--- src/rtl/core/gmm_pkg.sv ---
// ----------------------------------------------------------------------------
// gmm_pkg
// Shared types, constants and the base decoder of the gapped motif matcher.
// ----------------------------------------------------------------------------
package gmm_pkg;

  localparam int SITE_LEN_MAX = 32;
  localparam int WINDOW_DEPTH = 256;

  localparam int PAT_W    = 64;
  localparam int LEN_W    = 6;
  localparam int OFF_W    = 8;
  localparam int WHOLE_W  = 9;
  localparam int COUNT_W  = 32;
  localparam int ENTRY_W  = 3;
  localparam int CODE_W   = 2;
  localparam int IDX_W    = 3;
  localparam int DIST_W   = $clog2(WINDOW_DEPTH);
  localparam int POS_W    = 12;
  localparam int DIFF_W   = COUNT_W + 2;
  localparam int GROUP    = 16;
  localparam int NGROUP   = WINDOW_DEPTH / GROUP;

  localparam logic signed [POS_W-1:0] POS_ONE       = POS_W'(1);
  localparam logic signed [POS_W-1:0] POS_LAST_DIST = POS_W'(WINDOW_DEPTH - 1);

  localparam logic [CODE_W-1:0] BASE_A = 2'd0;
  localparam logic [CODE_W-1:0] BASE_C = 2'd1;
  localparam logic [CODE_W-1:0] BASE_G = 2'd2;
  localparam logic [CODE_W-1:0] BASE_T = 2'd3;

  typedef enum logic [IDX_W-1:0] {
    REG_SITE1_PAT   = 3'd0,
    REG_SITE1_LEN   = 3'd1,
    REG_SITE1_OFF   = 3'd2,
    REG_SITE2_PAT   = 3'd3,
    REG_SITE2_LEN   = 3'd4,
    REG_SITE2_OFF   = 3'd5,
    REG_WHOLE_LEN   = 3'd6,
    REG_MINUS       = 3'd7
  } reg_idx_t;

  typedef struct packed {
    logic [PAT_W-1:0]        pat;
    logic signed [POS_W-1:0] lo;
    logic [LEN_W-1:0]        len;
    logic                    en;
  } site_t;

  typedef struct packed {
    site_t s1;
    site_t s2;
    logic  minus;
  } cmp_cfg_t;

  typedef struct packed {
    logic signed [POS_W-1:0] last;
    logic                    too_far;
  } span_t;

  // {valid, code}; anything but acgt in either case is an invalid base
  function automatic logic [ENTRY_W-1:0] decode_base(logic [7:0] b);
    logic [ENTRY_W-1:0] e;
    case (b)
      "a", "A": e = {1'b1, BASE_A};
      "c", "C": e = {1'b1, BASE_C};
      "g", "G": e = {1'b1, BASE_G};
      "t", "T": e = {1'b1, BASE_T};
      default:  e = '0;
    endcase
    return e;
  endfunction

endpackage

--- src/rtl/core/gmm_cell.sv ---
// ----------------------------------------------------------------------------
// gmm_cell
// One history cell: holds a base, passes it on, checks it against both sites.
// ----------------------------------------------------------------------------
module gmm_cell (
  input  logic                         clk,
  input  logic                         rst,
  input  logic                         shift_en,
  input  logic                         flush,
  input  logic [gmm_pkg::ENTRY_W-1:0]  prev_entry,
  input  logic [gmm_pkg::DIST_W-1:0]   distance,
  input  gmm_pkg::cmp_cfg_t            cmp,
  output logic [gmm_pkg::ENTRY_W-1:0]  entry,
  output logic                         ok
);

  logic                        vld;
  logic [gmm_pkg::CODE_W-1:0]  code;

  function automatic logic site_ok(gmm_pkg::site_t s, logic minus,
                                   logic [gmm_pkg::DIST_W-1:0] d,
                                   logic e_vld, logic [gmm_pkg::CODE_W-1:0] e_code);
    logic signed [gmm_pkg::POS_W-1:0] k;
    logic [gmm_pkg::LEN_W-1:0]        j;
    logic [gmm_pkg::CODE_W-1:0]       want;
    logic                             req;
    k    = $signed({{(gmm_pkg::POS_W-gmm_pkg::DIST_W){1'b0}}, d}) - s.lo;
    req  = s.en && !k[gmm_pkg::POS_W-1] &&
           (k < $signed({{(gmm_pkg::POS_W-gmm_pkg::LEN_W){1'b0}}, s.len}));
    j    = minus ? k[gmm_pkg::LEN_W-1:0]
                 : (s.len - gmm_pkg::LEN_W'(1) - k[gmm_pkg::LEN_W-1:0]);
    want = s.pat[{j[gmm_pkg::LEN_W-2:0], 1'b0} +: gmm_pkg::CODE_W] ^ {gmm_pkg::CODE_W{minus}};
    return !req || (e_vld && e_code == want);
  endfunction

  always_ff @(posedge clk) begin
    if (rst) begin
      vld <= 1'b0;
    end else if (shift_en) begin
      vld <= !flush && prev_entry[gmm_pkg::ENTRY_W-1];
    end
  end

  always_ff @(posedge clk) begin
    if (shift_en) begin
      code <= prev_entry[gmm_pkg::CODE_W-1:0];
    end
  end

  assign entry = {vld, code};
  assign ok    = site_ok(cmp.s1, cmp.minus, distance, vld, code) &&
                 site_ok(cmp.s2, cmp.minus, distance, vld, code);

endmodule

--- config.mk ---
export PLATFORM = sky130hd
export DESIGN_NAME = gmm_cell
export DESIGN_NICKNAME = d
export VERILOG_FILES = /design/src/rtl/core/gmm_pkg.sv /design/src/rtl/core/gmm_cell.sv
export SDC_FILE = /design/constraint.sdc
export NUM_CORES = 1
export LEC_CHECK = 0
export BUFFER_PORTS_ARGS = -buffer_cell sky130_fd_sc_hd__buf_2
export CORE_MARGIN = 2
export CORE_UTILIZATION = 48
export DETAILED_ROUTE_END_ITERATION = 8
export PLACE_DENSITY = 0.95
export SETUP_SLACK_MARGIN = 0.15
export SLEW_MARGIN = 25
export SYNTH_ARGS = -nofsm -noshare
export SYNTH_HDL_FRONTEND = slang
export SYNTH_SLANG_ARGS = --single-unit
--- constraint.sdc ---
create_clock -name clk -period 11 [get_ports clk]
set_input_delay 1.65 -clock clk [delete_from_list [all_inputs] [get_ports clk]]
set_output_delay 1.65 -clock clk [all_outputs]
set_load 0.01 [all_outputs]
; ---- After elaboration in Yosys (flattened, before gate mapping)
; Cells that the tools add are included.
[word_totals]
inputBits = 182
reg_bits = 3
output_inout_bits = 4
word_cells = 33
[op_classes]
n_eq_ne = 2
shift = 2
muxes = 2
n_bitwise = 2
order_cmp = 2
n_reduce_logical = 15
n_addsub = 6
[ops]
columns = operator, n
row1 = $shiftx A64 B7 Y2, 2
row2 = $lt A12 B7 Y1, 2
row3 = $sub A9 B12 Y12, 2
row4 = $mux W5, 2
row5 = $sub A5 B1 Y5 const B, 2
row6 = $sub A5 B5 Y5, 2
row7 = $logic_and A1 B1 Y1, 8
row8 = $logic_not A1 Y1, 5
row9 = $eq A2 B2 Y1, 2
row10 = $xor A2 B2 Y2, 2
row11 = $logic_or A1 B1 Y1, 2

; ---- Logic depth before layout (Yosys ltp)
[depth]
depth_word = 9
ltp_mapped = 20
depth_no_buf = 19

; ---- Worst setup path before layout
; No wires, ideal clock.
[synth_path]
path_type = input -> output
from = input distance[0] (netlist name)
to = output ok
stages = 16
required_time_ps = 9350
arrival_ps = 4962
setup_slack_ps = 4388
path_buffers = 1
path_cell_list = inv_1 ha_1 inv_1 fa_1 fa_1 nand2b_1 a21oi_1 xor2_1 mux2_4 buf_6 a211o_1 a32oi_1 nand2_1 xnor2_1 or4b_1 a32oi_1
[synth_via]
elab_chain_len = 9
elab_cells_between_ends = 27
cone_classes = add/sub: 4 / order compare: 2 / eq/ne: 2 / shift: 2 / mux: 2 / bitwise: 2 / reduce/logical: 13
[synth_rtl]
columns = item, line_no
row1 = from (decl), gmm_cell.sv:11  ; input logic [gmm_pkg::DIST_W-1:0] distance,
row2 = $sub A9 B12 Y12, gmm_cell.sv:27  ; k = $signed({{(gmm_pkg::POS_W-gmm_pkg::DIST_W){1'b0}}, d}) - s.lo;
row3 = $sub A5 B5 Y5, gmm_cell.sv:31  ; : (s.len - gmm_pkg::LEN_W'(1) - k[gmm_pkg::LEN_W-1:0]);
row4 = $mux W5, gmm_cell.sv:30  ; j = minus ? k[gmm_pkg::LEN_W-1:0]
row5 = $shiftx A64 B7 Y2, gmm_cell.sv:32  ; want = s.pat[{j[gmm_pkg::LEN_W-2:0], 1'b0} +: gmm_pkg::CODE_W] ^ {gmm_pkg::CODE_W{minus}};
row6 = $xor A2 B2 Y2, gmm_cell.sv:32
row7 = $eq A2 B2 Y1, gmm_cell.sv:33  ; return !req || (e_vld && e_code == want);
row8 = $logic_and A1 B1 Y1, gmm_cell.sv:33
row9 = $logic_or A1 B1 Y1, gmm_cell.sv:33
row10 = $logic_and A1 B1 Y1 *, gmm_cell.sv:51  ; assign ok = site_ok(cmp.s1, cmp.minus, distance, vld, code) &&
row11 = to (decl), gmm_cell.sv:14  ; output logic ok
; Mark *: on every way between the ends. The rest lies on a longest branch, timed or not.

; ---- Final worst setup path
[layout_path]
from = input distance[1] (netlist name)
to = output ok
; The elaborated chain is that of the path after synthesis.

==> results.sh <==
export IMPL_status="completed"
export IMPL_p_leak_nw=2.19
export IMPL_die_h_um=81.2
export IMPL_final_util_pct=66.9
export IMPL_die_x_um=81.2
export IMPL_grt_usage_pct=23.8
export IMPL_nFillCells=475
export IMPL_wire_per_inst_um=14.4
export IMPL_h_tree_depth=1
export IMPL_final_antenna_net_count=0
export IMPL_start_util_pct=48.9
export IMPL_rsz0062_at_grt="no"
export IMPL_power_density_nw_per_um2=86.2
export IMPL_insertion_delay_ns=0.22
export IMPL_post_cts_buffers=0
export IMPL_synth_top_area_share_pct=22.0
export IMPL_yosysSeqAreaShare_pct=2.80
export IMPL_antenna_found_initial=0
export IMPL_start_kind="input pin"
export IMPL_rows=28
export IMPL_drive_gt1_share_pct=42.4
export IMPL_drtPass1Iterations=4
export IMPL_overflow=0
export IMPL_power_w=0.000337
export IMPL_tns_ns=0
export IMPL_grt_pass1_vias=3020
export IMPL_numPortBuffers=185
export IMPL_core_um2=5850
export IMPL_worstSetupPathType="input pin to output pin"
export IMPL_cts_sinks=3
export IMPL_vias=3206
export IMPL_period_share_pct=63.7
export IMPL_max_slew_margin_rel_pct=54.6
export IMPL_place_hpwl_um=7470
export IMPL_cts_root_buffer="clkbuf_8"
export IMPL_multi_input_area_um2=2550
export IMPL_syn_inst=339
export IMPL_clk_pin_slew_ns=0.03
export IMPL_grt_start_max_net_pins=33
export IMPL_place_congestion=0.955
export IMPL_dieArea_um2=6600
export IMPL_avgViaCountPerCell=5.40
export IMPL_max_freq_ghz=0.143
export IMPL_end_kind="output pin"
export IMPL_dp_cells=589
export IMPL_synth_area_leader_cell="mux2i_1"
export IMPL_syn_to_final_growth_pct=36.7
export IMPL_vdd_drop_max_mv=0.0674
export IMPL_synth_warning_count=0
export IMPL_avgSynthCellArea_um2=8.44
export IMPL_cts_resized=0
export IMPL_fin_worst_skew_ns=0
export IMPL_hold_viol=0
export IMPL_ys_ff_latch=3
export IMPL_nNetsFinal=742
export IMPL_synth_edf_count=2
export IMPL_worstMarginPinSlew_ns=0.679
export IMPL_yosysUniqueCellTypes=45
export IMPL_setup_viol=0
export IMPL_maxCapViolCount=0
export IMPL_seq_area_um2=80.1
export IMPL_drc=0
export IMPL_synthArstFlopShare_pct=0
export IMPL_drt_iter0_drc=82
export IMPL_diodes=0
export IMPL_wl_um=8550
export IMPL_whs_ns=0.572
export IMPL_postCtsHoldBufs=0
export IMPL_clockBufferDepth=2
export IMPL_layout_cells_non_filler=594
export IMPL_num_io_pins=186
export IMPL_grt_pass1_wl_um=12500
export IMPL_cts_tree="built"
export IMPL_slew_viol_final=0
export IMPL_numCtsBuffers=3
export IMPL_critical_path_max_fanout=10
export IMPL_layout_common_cells="185 x buf_2, 62 x mux2i_1, 43 x inv_1"
export IMPL_final_common_cell="buf_2"
export IMPL_ys_flop_type="edfxtp_1"
export IMPL_synthTopCellsByArea="mux2i_1 22%, ha_1 16%, mux4_2 13%"
export IMPL_critical_path_arrival_ns=5.36
export IMPL_synth_nets=561
export IMPL_worstHoldPathType="flop to flop"
export IMPL_min_period_ns=7.01
export IMPL_syn_area_um2=2860
export IMPL_worstPathRequired_ns=9.35
## cell families (layout without fill, tap and decap cells)
kind of cell / Yosys count / after routing / synth area share [%]
compound gates: 68 / 68 / 15.1
flops: 3 / 3 / 2.80
fa+ha+maj: 40 / 40 / 18.5
simple gates: 76 / 76 / 14.3
mux: 83 / 83 / 36.3
buf+inv: 56 / 236 / 8.96
xor+xnor: 13 / 13 / 3.98
## where the power goes
group | leakage (nW) | switching [W] | internal [W] | total, W
clock | 0.0228 | 0.00000881 | 0.0000248 | 0.0000337
combinational | 2.14 | 0.000140 | 0.000150 | 0.000290
sequential | 0.0277 | 0.00000110 | 0.0000130 | 0.0000141
total | 2.19 | 0.000150 | 0.000188 | 0.000337
## per-layer routing
metal	GRT usage (%)	part of all wire [%]
met3	2.56	5.6
met5	0	0
met1	26.2	38
met4	6.44	1.9
met2	47.6	54
## flip-flops by register name (all words and copies together), names as in the netlist
signal,count
code,2
vld,1
## synth_stat cells, drive strengths merged (3+ instances only)
library cell,count
nand2b,8
nor2,18
xor2,6
a21oi,27
a211oi,3
buf,13
mux2i,63
nor2b,12
inv,43
mux4,16
and3,3
o21a,4
ha,36
nor3,5
o21ai,15
fa,4
a32oi,3
xnor2,7
mux2,4
nand2,14
a21o,5
## worst max-delay path, cell delays in order
cell and delay (ns):
buf_2 0.15, ha_1 0.29, nor2b_1 0.12, o21ai_0 0.31
a21boi_0 0.19, nor2_1 0.18, ha_1 0.29, nor2_1 0.10
a21oi_1 0.06, xor2_1 0.14, mux2_4 0.36, a211o_1 0.26
a32oi_1 0.19, nand2_1 0.09, xnor2_1 0.14, or4b_1 0.50
a32oi_1 0.19, buf_2 0.16
## layout make-up
| class | count | area share [%] |
|---|---|---|
| clock buffers | 4 | 1.15 |
| inverters | 43 | 4.13 |
| multi-input cells | 280 | 65.3 |
| flip-flops and latches | 3 | 2.05 |
| well taps | 75 | 2.40 |
| repair buffers | 189 | 25.0 |
## per-stage QoR
step / instance area (um2) / setup slack [ns]
5_1_grt: 3910 / 3.63
4_1_cts: 3870 / 3.68
2_1_floorplan: 2860 / 4.39
3_3_place_gp: 3830 / 3.98
3_5_place_dp: 3830 / 3.68
6_report: 3910 / 3.99
## final timing paths
kind / start / end / slack, ns / cells past startpoint
worst max-delay path: distance[1] / ok / 3.99 / 18
worst min-delay path: vld / vld / 0.57 / 2
worst max register to register: vld / vld / 10.28 / 2
worst min register to register: vld / vld / 0.57 / 2
Note: power is estimated with default switching activity, not from simulation.
