`config.mk`:
```
export PLATFORM = sky130hd
export DESIGN_NAME = gmm_cfg
export DESIGN_NICKNAME = d
export VERILOG_FILES = /design/src/rtl/core/gmm_pkg.sv /design/src/rtl/core/gmm_cfg.sv
export SDC_FILE = /design/constraint.sdc
export NUM_CORES = 1
export LEC_CHECK = 0
export ABC_AREA = 0
export BUFFER_PORTS_ARGS = -buffer_cell sky130_fd_sc_hd__buf_4
export CORE_UTILIZATION = 59
export CTS_BUF_LIST = sky130_fd_sc_hd__clkbuf_16
export CTS_CLUSTER_DIAMETER = 30
export DETAILED_ROUTE_END_ITERATION = 8
export PLACE_DENSITY = 0.92
export SYNTH_ARGS = -nofsm -noshare
export SYNTH_HDL_FRONTEND = slang
export SYNTH_SLANG_ARGS = --single-unit
```
`constraint.sdc`:
```
create_clock -name clk -period 15.96 [get_ports clk]
set_input_delay 1.596 -clock clk [delete_from_list [all_inputs] [get_ports clk]]
set_output_delay 1.596 -clock clk [all_outputs]
set_load 0.02 [all_outputs]
```
`src/rtl/core/gmm_pkg.sv`:
```
// ----------------------------------------------------------------------------
// gmm_pkg
// Shared types, constants and the base decoder of the gapped motif matcher.
// ----------------------------------------------------------------------------
package gmm_pkg;

  localparam int SITE_LEN_MAX = 32;
  localparam int WINDOW_DEPTH = 256;

  localparam int PAT_W    = 64;
  localparam int LEN_W    = 6;
  localparam int OFF_W    = 8;
  localparam int WHOLE_W  = 9;
  localparam int COUNT_W  = 32;
  localparam int ENTRY_W  = 3;
  localparam int CODE_W   = 2;
  localparam int IDX_W    = 3;
  localparam int DIST_W   = $clog2(WINDOW_DEPTH);
  localparam int POS_W    = 12;
  localparam int DIFF_W   = COUNT_W + 2;
  localparam int GROUP    = 16;
  localparam int NGROUP   = WINDOW_DEPTH / GROUP;

  localparam logic signed [POS_W-1:0] POS_ONE       = POS_W'(1);
  localparam logic signed [POS_W-1:0] POS_LAST_DIST = POS_W'(WINDOW_DEPTH - 1);

  localparam logic [CODE_W-1:0] BASE_A = 2'd0;
  localparam logic [CODE_W-1:0] BASE_C = 2'd1;
  localparam logic [CODE_W-1:0] BASE_G = 2'd2;
  localparam logic [CODE_W-1:0] BASE_T = 2'd3;

  typedef enum logic [IDX_W-1:0] {
    REG_SITE1_PAT   = 3'd0,
    REG_SITE1_LEN   = 3'd1,
    REG_SITE1_OFF   = 3'd2,
    REG_SITE2_PAT   = 3'd3,
    REG_SITE2_LEN   = 3'd4,
    REG_SITE2_OFF   = 3'd5,
    REG_WHOLE_LEN   = 3'd6,
    REG_MINUS       = 3'd7
  } reg_idx_t;

  typedef struct packed {
    logic [PAT_W-1:0]        pat;
    logic signed [POS_W-1:0] lo;
    logic [LEN_W-1:0]        len;
    logic                    en;
  } site_t;

  typedef struct packed {
    site_t s1;
    site_t s2;
    logic  minus;
  } cmp_cfg_t;

  typedef struct packed {
    logic signed [POS_W-1:0] last;
    logic                    too_far;
  } span_t;

  // {valid, code}; anything but acgt in either case is an invalid base
  function automatic logic [ENTRY_W-1:0] decode_base(logic [7:0] b);
    logic [ENTRY_W-1:0] e;
    case (b)
      "a", "A": e = {1'b1, BASE_A};
      "c", "C": e = {1'b1, BASE_C};
      "g", "G": e = {1'b1, BASE_G};
      "t", "T": e = {1'b1, BASE_T};
      default:  e = '0;
    endcase
    return e;
  endfunction

endpackage

```
`src/rtl/core/gmm_cfg.sv`:
```
// ----------------------------------------------------------------------------
// gmm_cfg
// Configuration registers and the site placement derived from them.
// ----------------------------------------------------------------------------
module gmm_cfg (
  input  logic                         clk,
  input  logic                         rst,
  input  logic                         wr,
  input  logic [gmm_pkg::IDX_W-1:0]    index,
  input  logic [gmm_pkg::PAT_W-1:0]    data,
  output gmm_pkg::cmp_cfg_t            cmp,
  output gmm_pkg::span_t               span
);

  logic [gmm_pkg::PAT_W-1:0]   pat1;
  logic [gmm_pkg::LEN_W-1:0]   len1;
  logic [gmm_pkg::OFF_W-1:0]   off1;
  logic [gmm_pkg::PAT_W-1:0]   pat2;
  logic [gmm_pkg::LEN_W-1:0]   len2;
  logic [gmm_pkg::OFF_W-1:0]   off2;
  logic [gmm_pkg::WHOLE_W-1:0] whole;
  logic                        minus;

  logic [gmm_pkg::LEN_W-1:0]        l1, l2;
  logic                             use2;
  logic signed [gmm_pkg::POS_W-1:0] l1s, l2s, f1s, f2s, ws;
  logic signed [gmm_pkg::POS_W-1:0] o1, o2, e1, e2, last, lo1, lo2, t1, t2;

  always_ff @(posedge clk) begin
    if (rst) begin
      pat1  <= '0;
      len1  <= gmm_pkg::LEN_W'(1);
      off1  <= '0;
      pat2  <= '0;
      len2  <= '0;
      off2  <= '0;
      whole <= gmm_pkg::WHOLE_W'(1);
      minus <= 1'b0;
    end else if (wr) begin
      case (gmm_pkg::reg_idx_t'(index))
        gmm_pkg::REG_SITE1_PAT: pat1  <= data;
        gmm_pkg::REG_SITE1_LEN: len1  <= data[gmm_pkg::LEN_W-1:0];
        gmm_pkg::REG_SITE1_OFF: off1  <= data[gmm_pkg::OFF_W-1:0];
        gmm_pkg::REG_SITE2_PAT: pat2  <= data;
        gmm_pkg::REG_SITE2_LEN: len2  <= data[gmm_pkg::LEN_W-1:0];
        gmm_pkg::REG_SITE2_OFF: off2  <= data[gmm_pkg::OFF_W-1:0];
        gmm_pkg::REG_WHOLE_LEN: whole <= data[gmm_pkg::WHOLE_W-1:0];
        gmm_pkg::REG_MINUS:     minus <= data[0];
        default: ;
      endcase
    end
  end

  always_comb begin
    l1   = (len1 > gmm_pkg::LEN_W'(gmm_pkg::SITE_LEN_MAX)) ?
           gmm_pkg::LEN_W'(gmm_pkg::SITE_LEN_MAX) : len1;
    l2   = (len2 > gmm_pkg::LEN_W'(gmm_pkg::SITE_LEN_MAX)) ?
           gmm_pkg::LEN_W'(gmm_pkg::SITE_LEN_MAX) : len2;
    use2 = (len2 != '0);
    l1s  = $signed({{(gmm_pkg::POS_W-gmm_pkg::LEN_W){1'b0}}, l1});
    l2s  = $signed({{(gmm_pkg::POS_W-gmm_pkg::LEN_W){1'b0}}, l2});
    f1s  = $signed({{(gmm_pkg::POS_W-gmm_pkg::OFF_W){1'b0}}, off1});
    f2s  = $signed({{(gmm_pkg::POS_W-gmm_pkg::OFF_W){1'b0}}, off2});
    ws   = $signed({{(gmm_pkg::POS_W-gmm_pkg::WHOLE_W){1'b0}}, whole});

    // mirrored placement on the minus strand
    o1   = minus ? (ws - f1s - l1s) : f1s;
    o2   = minus ? (ws - f2s - l2s) : f2s;
    e1   = o1 + l1s;
    e2   = o2 + l2s;
    last = (use2 && (e2 > e1)) ? e2 : e1;
    lo1  = last - e1;
    lo2  = last - e2;
    t1   = lo1 + l1s - gmm_pkg::POS_ONE;
    t2   = lo2 + l2s - gmm_pkg::POS_ONE;

    cmp.s1.pat = pat1;
    cmp.s1.lo  = lo1;
    cmp.s1.len = l1;
    cmp.s1.en  = 1'b1;
    cmp.s2.pat = pat2;
    cmp.s2.lo  = lo2;
    cmp.s2.len = l2;
    cmp.s2.en  = use2;
    cmp.minus  = minus;

    span.last    = last;
    span.too_far = ((l1 != '0) && (t1 > gmm_pkg::POS_LAST_DIST)) ||
                   (use2 && (t2 > gmm_pkg::POS_LAST_DIST));
  end

endmodule

```
# ---- After elaboration in Yosys (flattened, before gate mapping)
# Cells that the tools add are included.
# Widths: inputs -> output; s select.
dict set report word_totals {
  in_bits 70
  ff_bits 166
  word_cells 52
}
dict set report classes {
  n_reduce_logical 15
  muxes 5
  n_addsub 12
  magnitude_cmp 5
  n_eq_ne 7
}
# cell count
set op_table {}
lappend op_table {{$add 12x7->12} 4}
lappend op_table {{$mux 12} 3}
lappend op_table {{$gt 12x9->1 const B} 2}
lappend op_table {{$sub 12x12->12} 2}
lappend op_table {{$sub 12x2->12 const B} 2}
lappend op_table {{$sub 10x7->11} 2}
lappend op_table {{$sub 9x8->10} 2}
lappend op_table {{$reduce_and 2->1} 8}
lappend op_table {{$eq 3x3->1 const B} 4}
lappend op_table {{$gt 12x12->1} 1}
lappend op_table {{$gt 6x6->1 const B} 2}
lappend op_table {{$mux 6} 2}
lappend op_table {{$reduce_bool 6->1} 2}
lappend op_table {{$eq 3x2->1 const B} 2}
lappend op_table {{$eq 3x1->1 const B} 1}
lappend op_table {{$logic_and 1x1->1} 3}
lappend op_table {{$logic_not 3->1} 1}
lappend op_table {{$logic_or 1x1->1} 1}

# ---- Logic depth before layout (Yosys ltp)
dict set report depth {
  depth_word 14
  depth_mapped 52
  ltp_nobuf 51
}

# ---- Least setup slack after synthesis
# No wires, ideal clock.
dict set report synth_timing {
  kind {reg-to-output}
  start {register whole[0] in the netlist's numbering}
  end {output span[0] in the netlist's numbering}
  path_stages_with_launch 49
  setup_slack_ns 4.689
  required_time_ns 14.364
  path_buffers 1
  t_arrival_ns 9.675
  path_cell_list {dfxtp_1 > inv_1 > ha_1 > fa_1 > inv_1 > ha_1 > nor2b_1 > o21ai_0 > or3b_2 > o211ai_1 > o21ai_0 > ha_1 > o21ai_0 > a21boi_0 > o21a_1 > nor2_1 > a211oi_1 > nand2_1 > [13 not listed] > fa_1 > xnor2_1 > inv_1 > ha_1 > inv_1 > ha_1 > a21o_1 > a21oi_1 > nor2b_1 > o21ai_0 > nand2b_1 > a21oi_1 > a21oi_1 > a211o_1 > a21oi_1 > xnor2_1 > and4_1 > o41ai_2}
}
# element line
set synth_rtl {}
lappend synth_rtl {{start: declaration} gmm_cfg.sv:21} ;# logic [gmm_pkg::WHOLE_W-1:0] whole;
lappend synth_rtl {{start signal: assignment} gmm_cfg.sv:37} ;# whole <= gmm_pkg::WHOLE_W'(1);
lappend synth_rtl {{start signal: assignment} gmm_cfg.sv:47} ;# gmm_pkg::REG_WHOLE_LEN: whole <= data[gmm_pkg::WHOLE_W-1:0];
lappend synth_rtl {{end: declaration} gmm_cfg.sv:12} ;# output gmm_pkg::span_t span

==> impl_metrics.py <==
metrics = {
    "run": {
        "maxCapViolCount": 0,
    },
    "drt": {
        "ant_nets": 0,
        "wl_per_cell_um": 17.4,
        "routed_wl_um": 32300,
        "dr.pass1.iters": 5,
        "drt_iter0_drc": 735,
        "via_per_inst": 5.83,
        "drc": 0,
        "via_count": 10800,
    },
    "place": {
        "post-place-ws_ns": 4.07,
        "hpwlAfterDp_um": 23500,
        "place.gp.congestion": 0.927,
        "port_buffers": 248,
        "dpl.cell_count": 1827,
        "place_area_mm2": 0.0126,
    },
    "clock_tree": {
        "cts_setup_buffers": 0,
        "cts_sinks": 166,
        "cts_resized": 0,
        "h-tree-depth": 4,
        "ctsHoldBuffers": 0,
        "worst_skew_pair.late_latency_ns": 0.41,
        "cts_root_buf": "clkbuf_16",
        "cts_made_buffers": 17,
        "cts_tree": "yes",
        "cts_buffer_depth": 2,
        "clkSlewWorstSetupHoldPaths_ns": 0.06,
    },
    "critical_path": {
        "endpoint_kind": "output port",
        "crit_required_ns": 14.36,
        "cp_slowest_cell": "fa_1",
        "path_max_fanout": 20,
        "critical_path.max_stage_delay_ns": 0.56,
        "crit_type": "reg -> out",
        "critPathLaunchType": "flop",
        "critPathArrivalTime_ns": 10.83,
    },
    "synthesis": {
        "synth_area_per_cell_um2": 7.55,
        "ys_seq_elements": 166,
        "synth-async-reset-ratio": 0,
        "ys_types": 79,
        "synthCells": 1408,
        "synth_edf_count": 0,
        "synth_flop_cell": "dfxtp_1",
        "synth_top_area_cell": "dfxtp_1",
        "ys_seq_area_frac": 0.313,
        "synth_area_leaders": "dfxtp_1, nand2_1, ha_1",
        "synthesis.nets": 1588,
        "synth.top_cell.area_share": 0.313,
        "syn_area_mm2": 0.0106,
        "yosysWarnings": 0,
    },
    "layout": {
        "layout.cells.non_filler": 1858,
        "postLayoutCellArea_mm2": 0.0132,
        "final_util": 0.757,
        "num_antenna_cells": 0,
        "multi_input_comb_area_mm2": 0.00667,
        "regArea_mm2": 0.00332,
        "nets": 1801,
        "drive_gt1_frac": 0.193,
        "synthToLayoutAreaGrowth_pct": 24.0,
        "n_fill_cell": 1193,
    },
    "floorplan": {
        "ios": 250,
        "core_mm2": 0.0174,
        "die_area_mm2": 0.0186,
        "start_util": 0.610,
        "die_h_um": 136,
        "die_w_um": 136,
        "num_rows": 48,
    },
    "power": {
        "power_switching_mw": 0.549,
        "p_seq_frac": 0.290,
        "p_leak_nw": 5.77,
        "clkPwrFrac": 0.272,
        "switching_share": 0.371,
        "p_comb_frac": 0.439,
        "power.density_mw_per_mm2": 112,
        "internal_power_mw": 0.933,
        "ir_drop_uv": 117,
    },
    "global_routing": {
        "grt_overflow_total": 0,
        "grt_max_degree": 103,
        "grt_first_pass_wirelength_um": 51000,
        "antenna_found_initial": 0,
        "grt_pass1_vias": 10600,
        "grt_use_total": 0.348,
    },
    "sta": {
        "max_freq_mhz": 80.5,
        "fin_worst_skew_ns": 0,
        "setup_ws_ns": 3.53,
        "hold_violations": 0,
        "period_minus_slack_ns": 12.43,
        "finalSetupViolations": 0,
        "finalCritPeriodShare": 0.779,
        "worst_pin_slew_ns": 1.20,
        "drv_slew": 0,
        "max_slew_margin": 0.195,
        "rsz0062_at_grt": "no",
        "tns_ns": 0,
    },
    "outcome": {
        "status": "finished, final reports clean",
    },
    "min_path": {
        "holdCritPathClass": "reg -> reg",
    },
}
==> power groups by stage <==
stage	combinational [mW]	clock, mW	sequential, mW
2_1_floorplan	0.458	0	0.445
3_3_place_gp	0.611	0	0.437
3_5_place_dp	0.638	0	0.438
4_1_cts	0.642	0.403	0.429
5_1_grt	0.712	0.418	0.430
6_report	0.650	0.402	0.429
==> state kept, by name, summed over array words and instances (netlist names) <==
register,count
off1,8
pat1,64
len1,6
off2,8
pat2,64
minus,1
len2,6
whole,9
==> cells by family after synthesis <==
kind of cell,share of synthesized area
simple gates,0.211
compound gates,0.203
buf+inv,0.0619
flops,0.313
fa+ha+maj,0.137
xor+xnor,0.0526
mux,0.0218
other cells,0.000353
==> worst paths after layout <==
check | start | end | slack, ns | cells past startpoint
hold reg to reg | pat2[30] | pat2[30] | 0.45 | 2
hold / removal | pat2[30] | pat2[30] | 0.45 | 2
setup / recovery | whole[1] | span[0] | 3.53 | 47
setup reg to reg | len1[0] | len1[0] | 15.08 | 2
==> cells in the mapped netlist (5+ instances only) <==
master,number
nand2_1,351
a21oi_1,205
dfxtp_1,166
inv_1,108
ha_1,100
nor2_1,65
clkbuf_1,56
o21ai_0,50
xnor2_1,40
mux2i_1,22
a21o_1,20
nor2b_1,20
nand2b_1,19
xor2_1,15
o21a_1,11
fa_1,10
nor3_1,10
nand3_1,9
or2_2,8
nand4_1,7
o21bai_1,7
a211oi_1,6
o211ai_1,6
or3_1,6
and3_1,5
==> worst max-delay path, delay by kind of cell, from the launching register on <==
family | cells | cell delay [ns]
AOI/OAI and AO/OA | 22 | 3.66
DFF | 1 | 0.45
muxes | 1 | 0.38
buffers and inverters | 7 | 1.05
adders and majority gates | 6 | 2.16
xor gates and xnor gates | 3 | 0.73
and+or+nand+nor | 8 | 1.96
==> layout by cell type (no fill, tap or decap), types with 17 or more instances in the layout <==
master,count
mux2i_1,22
nand2_1,351
nor2b_1,20
xnor2_1,40
inv_1,108
buf_4,255
clkbuf_16,17
dfxtp_1,166
ha_1,100
o21ai_0,50
a21o_1,20
a21oi_1,205
nor2_1,65
nand2b_1,19
==> stage by stage <==
stage	hold slack [ns]	total power, mW
2_1_floorplan	0.436	0.903
3_3_place_gp	0.442	1.05
3_5_place_dp	0.447	1.08
4_1_cts	0.456	1.47
5_1_grt	0.470	1.56
6_report	0.453	1.48
==> layout make-up <==
| class | count | share of cell area |
|---|---|---|
| clock inverters | 14 | 0.0114 |
| well taps | 225 | 0.0214 |
| inverters | 110 | 0.0313 |
| flip-flops and latches | 166 | 0.252 |
| clock buffers | 17 | 0.0323 |
| multi-input cells | 1071 | 0.506 |
| repair buffers | 255 | 0.145 |
==> layer usage <==
metal | share of wire | global-route usage
met1 | 0.38 | 0.387
met2 | 0.49 | 0.606
met3 | 0.092 | 0.0958
met4 | 0.046 | 0.178
met5 | 0 | 0
Power figures use the tool's default switching activity.
